`src/rtl/core/gwc_pkg.sv`:
```
// ----------------------------------------------------------------------------
// gwc_pkg
// Shared types and constants for the windowed image convolution core.
// ----------------------------------------------------------------------------
package gwc_pkg;

   // Kernel geometry
   localparam int RADIUS     = 7;
   localparam int KSIZE      = 2 * RADIUS + 1;
   localparam int TAPS       = KSIZE * KSIZE;

   // Image geometry
   localparam int MAX_WIDTH  = 1024;
   localparam int WID_W      = 11;
   localparam int HGT_W      = 13;
   localparam int WIDTH_CAP  = (MAX_WIDTH < 2047) ? MAX_WIDTH : 2047;
   localparam int HEIGHT_CAP = 4096;
   localparam int COL_W      = $clog2(MAX_WIDTH);
   localparam int COLX_W     = ((COL_W > WID_W) ? COL_W : WID_W) + 1;
   localparam int ROW_W      = HGT_W;
   localparam int ROWX_W     = ROW_W + 1;
   localparam int SLOT_W     = $clog2(RADIUS * MAX_WIDTH + RADIUS
                                      + WIDTH_CAP * HEIGHT_CAP + 1);
   localparam int BANK_W     = $clog2(KSIZE);

   // Datapath widths
   localparam int PIX_W      = 8;
   localparam int COEF_W     = 16;
   localparam int IDX_W      = 8;
   localparam int PROD_W     = PIX_W + COEF_W;
   localparam int TREE_DEPTH = $clog2(TAPS);
   localparam int TREE_LEAVES = 1 << TREE_DEPTH;
   localparam int SUM_W      = PROD_W + TREE_DEPTH;
   localparam int FRAC_W     = 16;
   localparam int ROUND_HALF = 1 << (FRAC_W - 1);
   localparam int PIX_MAX    = (1 << PIX_W) - 1;

   // Configuration port
   localparam int CSR_IDX_W  = 1;
   localparam int CSR_DATA_W = HGT_W;
   localparam logic [CSR_IDX_W-1:0] CSR_IMAGE_WIDTH  = 1'b0;
   localparam logic [CSR_IDX_W-1:0] CSR_IMAGE_HEIGHT = 1'b1;
   localparam logic [WID_W-1:0] WIDTH_RESET  = 11'd512;
   localparam logic [HGT_W-1:0] HEIGHT_RESET = 13'd512;

   typedef enum logic [1:0] {
      OP_COEF  = 2'd0,
      OP_PIXEL = 2'd1,
      OP_DRAIN = 2'd2
   } gwc_op_type;

   typedef struct packed {
      gwc_op_type          opcode;
      logic [IDX_W-1:0]    coef_index;
      logic [COEF_W-1:0]   coef_value;
      logic [PIX_W-1:0]    pixel_in;
   } gwc_req_type;

   typedef struct packed {
      logic [PIX_W-1:0]    pixel_out;
      logic                frame_last;
   } gwc_rsp_type;

   // Per-cell control
   typedef struct packed {
      logic shift;
      logic mult;
      logic keep;
      logic coef_we;
   } gwc_cell_ctl_type;

endpackage

```
`src/rtl/core/gwc_tap_cell.sv`:
```
// ----------------------------------------------------------------------------
// gwc_tap_cell
// One window tap: pixel register shifted from its neighbour, its kernel
// coefficient and a registered product.
// ----------------------------------------------------------------------------
module gwc_tap_cell import gwc_pkg::*; (
   input  logic              clock,
   input  logic              reset,
   input  gwc_cell_ctl_type  ctl,
   input  logic [COEF_W-1:0] coef_value,
   input  logic [PIX_W-1:0]  pix_in,
   output logic [PIX_W-1:0]  pix_out,
   output logic [PROD_W-1:0] prod_out
);

   logic [PIX_W-1:0]  pix_ff;
   logic [COEF_W-1:0] coef_ff;
   logic [PROD_W-1:0] prod_ff;

   // coefficient, cleared at reset
   always_ff @(posedge clock) begin
      if (reset) begin
         coef_ff <= '0;
      end else if (ctl.coef_we) begin
         coef_ff <= coef_value;
      end
   end

   // pixel shift and product; taps off the image edge give zero
   always_ff @(posedge clock) begin
      if (ctl.shift) begin
         pix_ff <= pix_in;
      end
      if (ctl.mult) begin
         prod_ff <= ctl.keep ? PROD_W'(coef_ff) * PROD_W'(pix_ff) : '0;
      end
   end

   assign pix_out  = pix_ff;
   assign prod_out = prod_ff;

endmodule

```
`config.mk`:
```
export PLATFORM = sky130hd
export DESIGN_NAME = gwc_tap_cell
export DESIGN_NICKNAME = d
export VERILOG_FILES = /design/src/rtl/core/gwc_pkg.sv /design/src/rtl/core/gwc_tap_cell.sv
export SDC_FILE = /design/constraint.sdc
export NUM_CORES = 1
export LEC_CHECK = 0
export ABC_CLOCK_PERIOD_IN_PS = 10600
export BUFFER_PORTS_ARGS = -buffer_cell sky130_fd_sc_hd__buf_2
export CAP_MARGIN = 30
export CELL_PAD_IN_SITES_DETAIL_PLACEMENT = 0
export CELL_PAD_IN_SITES_GLOBAL_PLACEMENT = 2
export CORE_MARGIN = 5
export CORE_UTILIZATION = 42
export CTS_CLUSTER_SIZE = 24
export DETAILED_ROUTE_END_ITERATION = 8
export PLACE_DENSITY = 0.92
export SLEW_MARGIN = 10
export SYNTH_ARGS = -nofsm -noshare
export SYNTH_HDL_FRONTEND = slang
export SYNTH_SLANG_ARGS = --single-unit
```
`constraint.sdc`:
```
create_clock -name clock -period 10.6 [get_ports clock]
set_input_delay 1.59 -clock clock [delete_from_list [all_inputs] [get_ports clock]]
set_output_delay 1.59 -clock clock [all_outputs]
set_load 0.02 [all_outputs]
```
==> metrics.md, run 1 <==
| Metric | Value |
|---|---|
| Status | finished, final reports clean |
| Max Cap Viol | 0 |
| Number of top-level pins | 62 |
| Main flop type after synthesis | edfxtp_1 |
| Post-route DRC | 0 |
| Max Slew Vio Count | 0 |
| Clock H-tree levels | 2 |
| Proportion of synthesized chip area in sequential cells | 22.1% |
| Worst min path class | flip-flop to flip-flop |
| Root Buffer | clkbuf_16 |
| Largest net degree at the start of global routing | 25 |
| Routed WL | 12500 um |
| RSZ-0062 raised after global routing | no |
| Main combinational cell family by area after synthesis | adder cells |
| Worst R2R Path Depth | 13 |
| Post-layout nets | 809 |
| Final Hold Vio Count | 0 |
| Crit path time final | 4.90 ns |
| Vias in the first global route | 4178 |
| Worst path slowest cell | edfxtp_1 |
| Synth Instances | 600 |
| Mux cell area share after synthesis | 3.11% |
| Crit path required time | 10.64 ns |
| Core ar. | 13700 um2 |
| Sink Count | 48 |
| Power after layout | 0.000790 W |
| Peak Freq | 0.204 GHz |
| ANT nets after route | 0 |
| Critical path class | flip-flop to flip-flop |
| Iter 0 DRT Violations | 209 |
| Clk slew on worst S/H paths | 0.07 ns |
| Routed via count | 4037 |
| Synth Register Bits | 48 |
| Cell total after placement | 824 |
| VDD IR max | 0.0000669 V |
| Area grow syn2layout | 11.2% |
| Synth cell types | 41 |
| Post-synthesis xor/xnor area fraction | 1.66% |
| Post-synthesis net count | 758 |
| Std-Cell Rows | 43 |
| FF+latch area | 1280 um2 |
| Most frequent cells in the layout | inv_1 (104), and2_1 (104), fa_1 (84), buf_2 (61), nand2_1 (45) |
| Endpoint type of the worst setup path | flip-flop |
| Cells along the critical path | and2_1 > fa_1 > fa_1 > fa_1 > inv_1 > fa_1 > inv_1 > ha_1 > nand2_1 > or3_1 > a211oi_1 > or3_1 > a21oi_1 |
| Worst path most repeated cell | fa_1 |
| Initial core utilization | 42.3% |
| Post-synthesis compound-gate area fraction | 7.75% |
| Placer Congestion | 0.872 |
| Mapped Area | 5800 um2 |
| Clock Path Buffers | 2 |
| Iteration count of the initial detailed-routing pass | 4 |
| Fillers | 1351 |
| Final Setup Violations | 0 |
| Post-DP HPWL | 10300 um |
| Worst path max stage delay | 0.60 ns |
| CTS tree | done |
| # hold bufs at CTS | 0 |
| Layout cell share with drive strength beyond 1 | 11.7% |
| Routed vias/inst | 4.85 |
| Die Span Y | 127 um |
| Simple-gate share of the synthesized area | 19.0% |
| Fin Setup TNS | 0 ns |
| Synth Area per Inst | 9.66 um2 |
| EDFF count, synth | 32 |
| Worst Path Arrival | 4.94 ns |
| P per Cell Area | 123 nW/um2 |
| Worst Max-Slew Pin Slew | 0.538 ns |
| Clock buffer count from CTS | 5 |
| Multi-input logic area | 4060 um2 |
| Die W | 127 um |
| Slew margin rel. | 64.2% |
| Leak | 3.23 nW |
| Post_cts resized | 0 |
| Post-synthesis adder-cell area fraction | 38.5% |
| Insertion delay of the later-clocked pin in the worst-skew pair | 0.31 ns |
| Antenna violations before repair | 0 |
| Global-route wire length before repair | 21500 um |
| DIE AREA | 16300 um2 |
| Crit Path Max Fanout | 17 |
| Postcts setup bufs | 0 |
| Worst setup SP type | flip-flop |
| All-layer global routing usage | 16.5% |
| Post-synth ARST share | 0% |
| Port bufs | 61 |
| WL per Instance | 15.0 um |
| Ant. Diodes | 0 |
| Yosys warning count | 0 |
| Global route overflow | 0 |
| Finished Layout Cells | 832 |
| Worst hold path cell count | 2 |
| Final Skew | 0.00600 ns |
| Tcrit/Tclk final | 46.2% |
[cells by family after synthesis]
| logic type | after synthesis |
|---|---|
| and+or+nand+nor | 209 |
| muxes | 18 |
| xor gates and xnor gates | 11 |
| buffers and inverters | 122 |
| adders and majority gates | 128 |
| DFF | 48 |
| AOI/OAI and AO/OA | 64 |
[routing by layer]
layer | vias up | routed length, um | share of wire, % | GRT usage (%)
met5 | - | 0 | 0 | 0
met4 | 0 | 238 | 1.9 | 5.24
met1 | 1924 | 6250 | 50 | 24.2
li1 | 1995 | - | - | -
met2 | 104 | 5350 | 43 | 24.5
met3 | 14 | 624 | 5.0 | 3.39
[where the power goes]
part / total [W] / switching, W / leakage [nW] / internal [W]
Clock: 0.000196 / 0.0000790 / 0.0908 / 0.000117
Sequential: 0.000247 / 0.0000211 / 0.456 / 0.000226
Combinational: 0.000347 / 0.000210 / 2.68 / 0.000137
Total: 0.000790 / 0.000310 / 3.23 / 0.000480
[layout make-up]
cell class	count	share of cell area, %
clock buffers	7	2.72
multi-input cells	430	62.9
well taps	180	3.49
inverters	105	6.11
flip-flops and latches	48	19.9
repair buffers	61	4.74
clock inverters	1	0.136
[worst paths after layout]
check / startpoint / end / slack, ns
worst min register to register: coef_ff[2] / coef_ff[2] / 0.64
worst min-delay path: coef_ff[2] / coef_ff[2] / 0.64
worst max-delay path: pix_out[2] / prod_out[23] / 5.70
worst max register to register: pix_out[2] / prod_out[23] / 5.70
[cells in the mapped netlist, types with 3 or more instances]
library cell | number | share of area (%)
clkbuf_1 | 15 | 0.97
nand2_1 | 45 | 2.9
a21oi_1 | 21 | 1.8
o21ai_1 | 4 | 0.35
a21o_1 | 7 | 0.91
o21bai_1 | 3 | 0.39
mux2i_1 | 18 | 3.1
ha_1 | 44 | 9.5
or3_1 | 5 | 0.54
and3_1 | 3 | 0.32
nand2b_1 | 4 | 0.43
and2_1 | 104 | 11
xnor2_1 | 5 | 0.76
o21ai_0 | 6 | 0.52
xor2_1 | 6 | 0.91
nor3_1 | 3 | 0.26
o211ai_1 | 5 | 0.65
a31oi_1 | 5 | 0.54
edfxtp_1 | 32 | 17
fa_1 | 84 | 29
nor2_1 | 37 | 2.4
inv_1 | 104 | 6.7
dfxtp_1 | 16 | 5.5
[sequential cells by signal (all words and copies together) (netlist names)]
register  flops
coef_ff      16
pix_out       8
prod_out     24
[worst max-delay path: cells and delay by family (launching register included)]
family	cells	cell delay, ns
AOI/OAI and AO/OA	2	0.34
and+or+nand+nor	4	1.07
buffers and inverters	2	0.09
adders and majority gates	5	2.51
DFF	1	0.60
[metrics by stage]
stage | instance area, um2 | hold slack (ns) | utilization (%) | setup slack, ns
finish | 6450 | 0.636 | 47.0 | 5.70
global route | 6450 | 0.680 | 47.0 | 5.47
CTS | 6450 | 0.645 | 47.0 | 5.70
detailed placement | 6260 | 0.633 | 45.7 | 5.73
global placement | 6260 | 0.617 | 45.7 | 5.75
floorplan | 5800 | 0.540 | - | 5.86
No activity file was read; power rests on OpenSTA's default activity.
==> run 2: changes to the inputs <==
ABC_CLOCK_PERIOD_IN_PS = 4750   (was 10600)
CORE_UTILIZATION = 39   (was 42)
PLACE_DENSITY = 0.87   (was 0.92)
clock period = 4.75 ns   (was 10.6 ns; I/O delays follow)
==> run 2 against run 1 <==
  * Hold slack worse by 0.053 ns
  * Wire length rose by 3.3%
  * Register-to-register slack got worse by 5.6 ns
  * Critical path depth up 2
  * Non-clock buffer count rose by 38
  * Power grew 130%
  * Clock power is 92% higher
  * Clock skew rose by 0.0049 ns
  * First-iteration DRC count down 5.3%
  * Cell area grew 5.0%
  * Largest power group unchanged
  * Highest routed layer unchanged
==> metrics.md, run 2 (same netlist as run 1, synthesis figures left out) <==
| Metric | Value |
|---|---|
| RSZ-0062 raised after global routing | yes |
| Final Hold Vio Count | 0 |
| ANT nets after route | 0 |
| Initial core utilization | 39.9% |
| Largest net degree at the start of global routing | 25 |
| Std-Cell Rows | 44 |
| Final worst setup slack | 0.141 ns |
| Routed via count | 4214 |
| Crit path time final | 4.61 ns |
| Post-route DRC | 0 |
| P per Cell Area | 269 nW/um2 |
| Routed WL | 12900 um |
| Final Setup Violations | 0 |
| Status | finished, final reports clean |
| Clock H-tree levels | 2 |
| Area grow syn2layout | 16.8% |
| Iter 0 DRT Violations | 198 |
| DIE AREA | 17400 um2 |
| Placer Congestion | 0.869 |
| Clk slew on worst S/H paths | 0.07 ns |
| Leak | 3.40 nW |
| Insertion delay of the later-clocked pin in the worst-skew pair | 0.31 ns |
| Worst Path Arrival | 4.66 ns |
| Clock buffer count from CTS | 5 |
| Max Slew Vio Count | 0 |
| Global-route wire length before repair | 21700 um |
| Vias in the first global route | 4357 |
| Power after layout | 0.00182 W |
| Clock Path Buffers | 2 |
| Placed Instance Area | 6460 um2 |
| Worst setup SP type | flip-flop |
| Max Cap Viol | 0 |
| WL per Instance | 14.7 um |
| Die W | 132 um |
| Worst Max-Slew Pin Slew | 0.529 ns |
| Post-DP HPWL | 10500 um |
| WHS | 0.583 ns |
| Most frequent cells in the layout | inv_1 (104), and2_1 (104), fa_1 (84), buf_2 (62), nand2_1 (44) |
| Antenna violations before repair | 0 |
| Final Skew | 0.0109 ns |
| Multi-input logic area | 4120 um2 |
| Crit Path Max Fanout | 13 |
| Ant. Diodes | 0 |
| Pre-CTS setup slack | 0.0346 ns |
| Post-layout nets | 847 |
| Die Span Y | 132 um |
| Global route overflow | 0 |
| Fin area | 6770 um2 |
| Fillers | 1427 |
| Root Buffer | clkbuf_16 |
| Iteration count of the initial detailed-routing pass | 4 |
| All-layer global routing usage | 15.0% |
| FF+latch area | 1280 um2 |
| Peak Freq | 0.217 GHz |
| Max reg flops | 24 |
| Layout cell share with drive strength beyond 1 | 18.3% |
| Tcrit/Tclk final | 97.0% |
| VDD IR max | 0.000149 V |
| Port bufs | 61 |
| Sink Count | 48 |
| Critical path class | flip-flop to flip-flop |
| CTS tree | done |
| Routed vias/inst | 4.82 |
| Worst min path class | primary input to flip-flop |
| Crit path required time | 4.80 ns |
| Core ar. | 14500 um2 |
| Endpoint type of the worst setup path | flip-flop |
| Number of top-level pins | 62 |
| Slew margin rel. | 64.7% |
run 2: metrics by stage:
| step | cells | utilization [%] | TNS, ns |
|---|---|---|---|
| 6_report | 874 | 46.6 | 0 |
| 5_1_grt | 874 | 46.6 | -0.0848 |
| 4_1_cts | 860 | 45.5 | 0 |
| 3_5_place_dp | 852 | 44.5 | 0 |
| 3_3_place_gp | 852 | 44.5 | 0 |
| 2_1_floorplan | 600 | - | 0 |
run 2: what timing repair did:
| item | CTS | global route |
|---|---|---|
| hold buffers | 0 | 0 |
| buffers inserted | 0 | 14 |
| setup endpoints to repair | 0 | 12 |
| gates resized for setup | 0 | 13 |
run 2: final cells by class:
type,count,area share (%)
clock inverters,3,0.351
multi-input cells,430,60.8
well taps,184,3.40
inverters,105,5.82
flip-flops and latches,48,18.9
clock buffers,5,1.85
repair buffers,99,8.87
run 2: final timing paths:
| kind | to | slack [ns] | startpoint | depth (start not counted) |
|---|---|---|---|---|
| worst min-delay path | pix_out[4] | 0.58 | pix_in[4] | 1 |
| worst min register to register | coef_ff[1] | 0.64 | coef_ff[1] | 2 |
| worst max-delay path | prod_out[19] | 0.14 | pix_out[5] | 15 |
| worst max register to register | prod_out[19] | 0.14 | pix_out[5] | 15 |
run 2: where the power goes:
group / internal, W / switching, W
Clock: 0.000200 / 0.000177
Sequential: 0.000504 / 0.0000305
Combinational: 0.000385 / 0.000522
run 2: per-layer routing:
metal	share of wire (%)	global-route usage (%)	up-vias
li1	-	-	2073
met2	46	24.0	104
met3	5.6	3.36	12
met5	0	0	-
met1	47	21.1	2025
met4	1.2	3.26	0
run 2: critical path, cell delays in order, from the launching register on:
cell	delay, ns
edfxtp_1	0.36
buf_4	0.19
buf_4	0.15
and2_1	0.16
fa_1	0.55
fa_1	0.43
fa_1	0.49
inv_1	0.05
fa_1	0.53
inv_1	0.04
ha_1	0.34
nand2_2	0.11
or3_1	0.43
a21o_1	0.19
and3_1	0.16
o21a_1	0.17
==> run 3: changes to the inputs <==
CELL_PAD_IN_SITES_DETAIL_PLACEMENT = 1   (was 0)
==> run 3 against run 2 <==
  * Clock power up 17%
  * Hold slack worse by 0.0011 ns
  * Sequential share of layout area decreased by 0.81 points
  * Clock-buffer cell count rose by 2
  * Wire length rose by 20%
  * Combinational power grew 18%
  * Worst setup slack got worse by 0.026 ns
  * Global-route usage is 2.4 points higher
  * Cell count is 1.0% higher
  * Cell area is 4.5% higher
  * Sequential power is 0.7% higher
  * Core utilization grew 2.1 points
  * Largest cell class unchanged
  * Largest power group unchanged
==> metrics.md, run 3 (same netlist as run 1, synthesis figures left out) <==
| Metric | Value |
|---|---|
| Status | finished, final reports clean |
| Worst setup SP type | flip-flop |
| Antenna violations before repair | 0 |
| R2r endpoint | prod_out[22] |
| Hold path start | pix_in[3] |
| Worst path most repeated cell | fa_1 |
| Post-route DRC | 0 |
| Worst hold path cell count | 1 |
| Worst min path class | primary input to flip-flop |
| Final Hold Vio Count | 0 |
| Fin area | 7080 um2 |
| Crit Path Max Fanout | 6 |
| Die W | 132 um |
| Critical path class | flip-flop to flip-flop |
| Hold endpoint | pix_out[3] |
| Most frequent cells in the layout | inv_1 (100), and2_1 (99), fa_1 (81), buf_2 (62), nand2_1 (42) |
| Fillers | 1657 |
| Worst reg-to-reg setup slack | 0.12 ns |
| # hold bufs at CTS | 0 |
| FF+latch area | 1280 um2 |
| Crit path time final | 4.63 ns |
| Core ar. | 14500 um2 |
| Share of power burned in registers | 26.3% |
| Combinational power share | 52.2% |
| Std-Cell Rows | 44 |
| Sink Count | 48 |
| Max Cap Viol | 0 |
| Cell total after placement | 852 |
| Int Pwr | 0.00123 W |
| Peak Freq | 0.216 GHz |
| Max Slew Vio Count | 0 |
| Worst R2R Path Depth | 15 |
| Largest net degree at the start of global routing | 25 |
| VDD IR max | 0.000138 V |
| DIE AREA | 17400 um2 |
| Initial core utilization | 39.9% |
| All-layer global routing usage | 17.4% |
| Clock H-tree levels | 2 |
| Leak | 3.46 nW |
| Insertion delay of the later-clocked pin in the worst-skew pair | 0.31 ns |
| Post-DP HPWL | 11900 um |
| Routed vias/inst | 5.04 |
| Area grow syn2layout | 22.1% |
| Clk pwr share | 21.5% |
| Cells along the critical path | buf_6 > and2_1 > fa_2 > fa_1 > fa_1 > inv_1 > fa_1 > inv_2 > ha_4 > a21o_1 > or3_4 > o221a_4 > o2111ai_4 > a21o_1 > a21oi_2 |
| Iteration count of the initial detailed-routing pass | 4 |
| Finished Layout Cells | 883 |
| Final Setup Violations | 0 |
| Global-route wire length before repair | 24800 um |
| Clock buffer count from CTS | 5 |
| Placer Congestion | 0.869 |
| CTS tree | done |
| Worst Path Arrival | 4.68 ns |
| Clock Path Buffers | 2 |
| Multi-input logic area | 4280 um2 |
| Vias in the first global route | 4930 |
| Fin Setup TNS | 0 ns |
| Clk slew on worst S/H paths | 0.07 ns |
| Worst path max stage delay | 0.57 ns |
| Routed via count | 4446 |
| Slew margin rel. | 62.6% |
| WL per Instance | 17.5 um |
| Sw Ratio | 39.9% |
| Root Buffer | clkbuf_16 |
| Worst R2R Start | pix_out[2] |
| Crit path required time | 4.80 ns |
| Switching Power | 0.000817 W |
| Final Skew | 0.0118 ns |
| Post-layout nets | 856 |
| P per Cell Area | 289 nW/um2 |
| Max reg flops | 24 |
| Iter 0 DRT Violations | 166 |
| ANT nets after route | 0 |
| Endpoint type of the worst setup path | flip-flop |
| Tcrit/Tclk final | 97.6% |
| Worst path slowest cell | fa_2 |
| Worst Max-Slew Pin Slew | 0.560 ns |
| Number of top-level pins | 62 |
| Die Span Y | 132 um |
| Commonest non-fill, non-tap cell in the layout | inv_1 |
| Port bufs | 61 |
| Global route overflow | 0 |
| Ant. Diodes | 0 |
| Placed Instance Area | 6460 um2 |
| Layout cell share with drive strength beyond 1 | 23.9% |
| Routed WL | 15500 um |
run 3: changes by cell type in the layout (fill, tap and decap cells not counted), moves of 4 or more:
cell / before / now
and2_4: 0 / 5
a21oi_1: 15 / 11
inv_1: 104 / 100
ha_4: 0 / 7
and2_1: 104 / 99
ha_1: 42 / 34
buf_6: 0 / 7
inv_2: 0 / 4
run 3: final cells by class:
type / count / share of cell area, %
multi-input cells: 430 / 60.5
clock inverters: 1 / 0.124
repair buffers: 108 / 9.99
inverters: 105 / 5.57
flip-flops and latches: 48 / 18.1
well taps: 184 / 3.25
clock buffers: 7 / 2.47
run 3: metrics by stage:
stage | setup WS [ns] | total power (W) | hold slack, ns | utilization, %
2_1_floorplan | 0.0127 | 0.00114 | 0.540 | -
6_report | 0.115 | 0.00205 | 0.582 | 48.7
5_1_grt | -0.0396 | 0.00221 | 0.570 | 48.7
3_5_place_dp | -0.0833 | 0.00145 | 0.640 | 44.5
4_1_cts | 0.00283 | 0.00191 | 0.571 | 46.4
3_3_place_gp | 0.0727 | 0.00141 | 0.615 | 44.5
run 3: layer usage:
layer	up-vias	part of all wire, %	track usage [%]
met5	-	0	0
met1	2245	44	22.9
met4	0	1.0	2.17
li1	2088	-	-
met2	99	51	30.8
met3	14	4.3	3.21
run 3: critical path, delay by kind of cell (launching register included):
| kind | cells | cell delay (ns) |
|---|---|---|
| AOI/OAI and AO/OA | 5 | 0.85 |
| adders and majority gates | 5 | 2.20 |
| buffers and inverters | 3 | 0.30 |
| DFF | 1 | 0.51 |
| and+or+nand+nor | 2 | 0.53 |
run 3: power groups by stage:
stage | Combinational [W] | Sequential (W) | Clock, W
5_1_grt | 0.00119 | 0.000545 | 0.000470
2_1_floorplan | 0.000551 | 0.000587 | 0
3_5_place_dp | 0.000888 | 0.000558 | 0
3_3_place_gp | 0.000851 | 0.000555 | 0
4_1_cts | 0.000918 | 0.000541 | 0.000452
6_report | 0.00107 | 0.000539 | 0.000440
run 3: timing repair:
action | 4_1_cts | 5_1_grt
endpoints found under the setup margin | 10 | 12
setup buffers | 12 | 11
gates cloned | 0 | 0
pin swaps | 0 | 41
gates resized for setup | 0 | 59
run 3: worst max-delay path by stage:
stage / start / endpoint / slack [ns] / depth (start not counted)
after global routing: pix_out[6] / prod_out[19] / -0.04 / 17
after detailed placement: pix_out[5] / prod_out[23] / -0.08 / 14
final: pix_out[2] / prod_out[22] / 0.12 / 15
after floorplan: pix_out[7] / prod_out[19] / 0.01 / 15
after global placement: pix_out[2] / prod_out[23] / 0.07 / 15
after CTS: pix_out[6] / prod_out[23] / 0.003 / 14
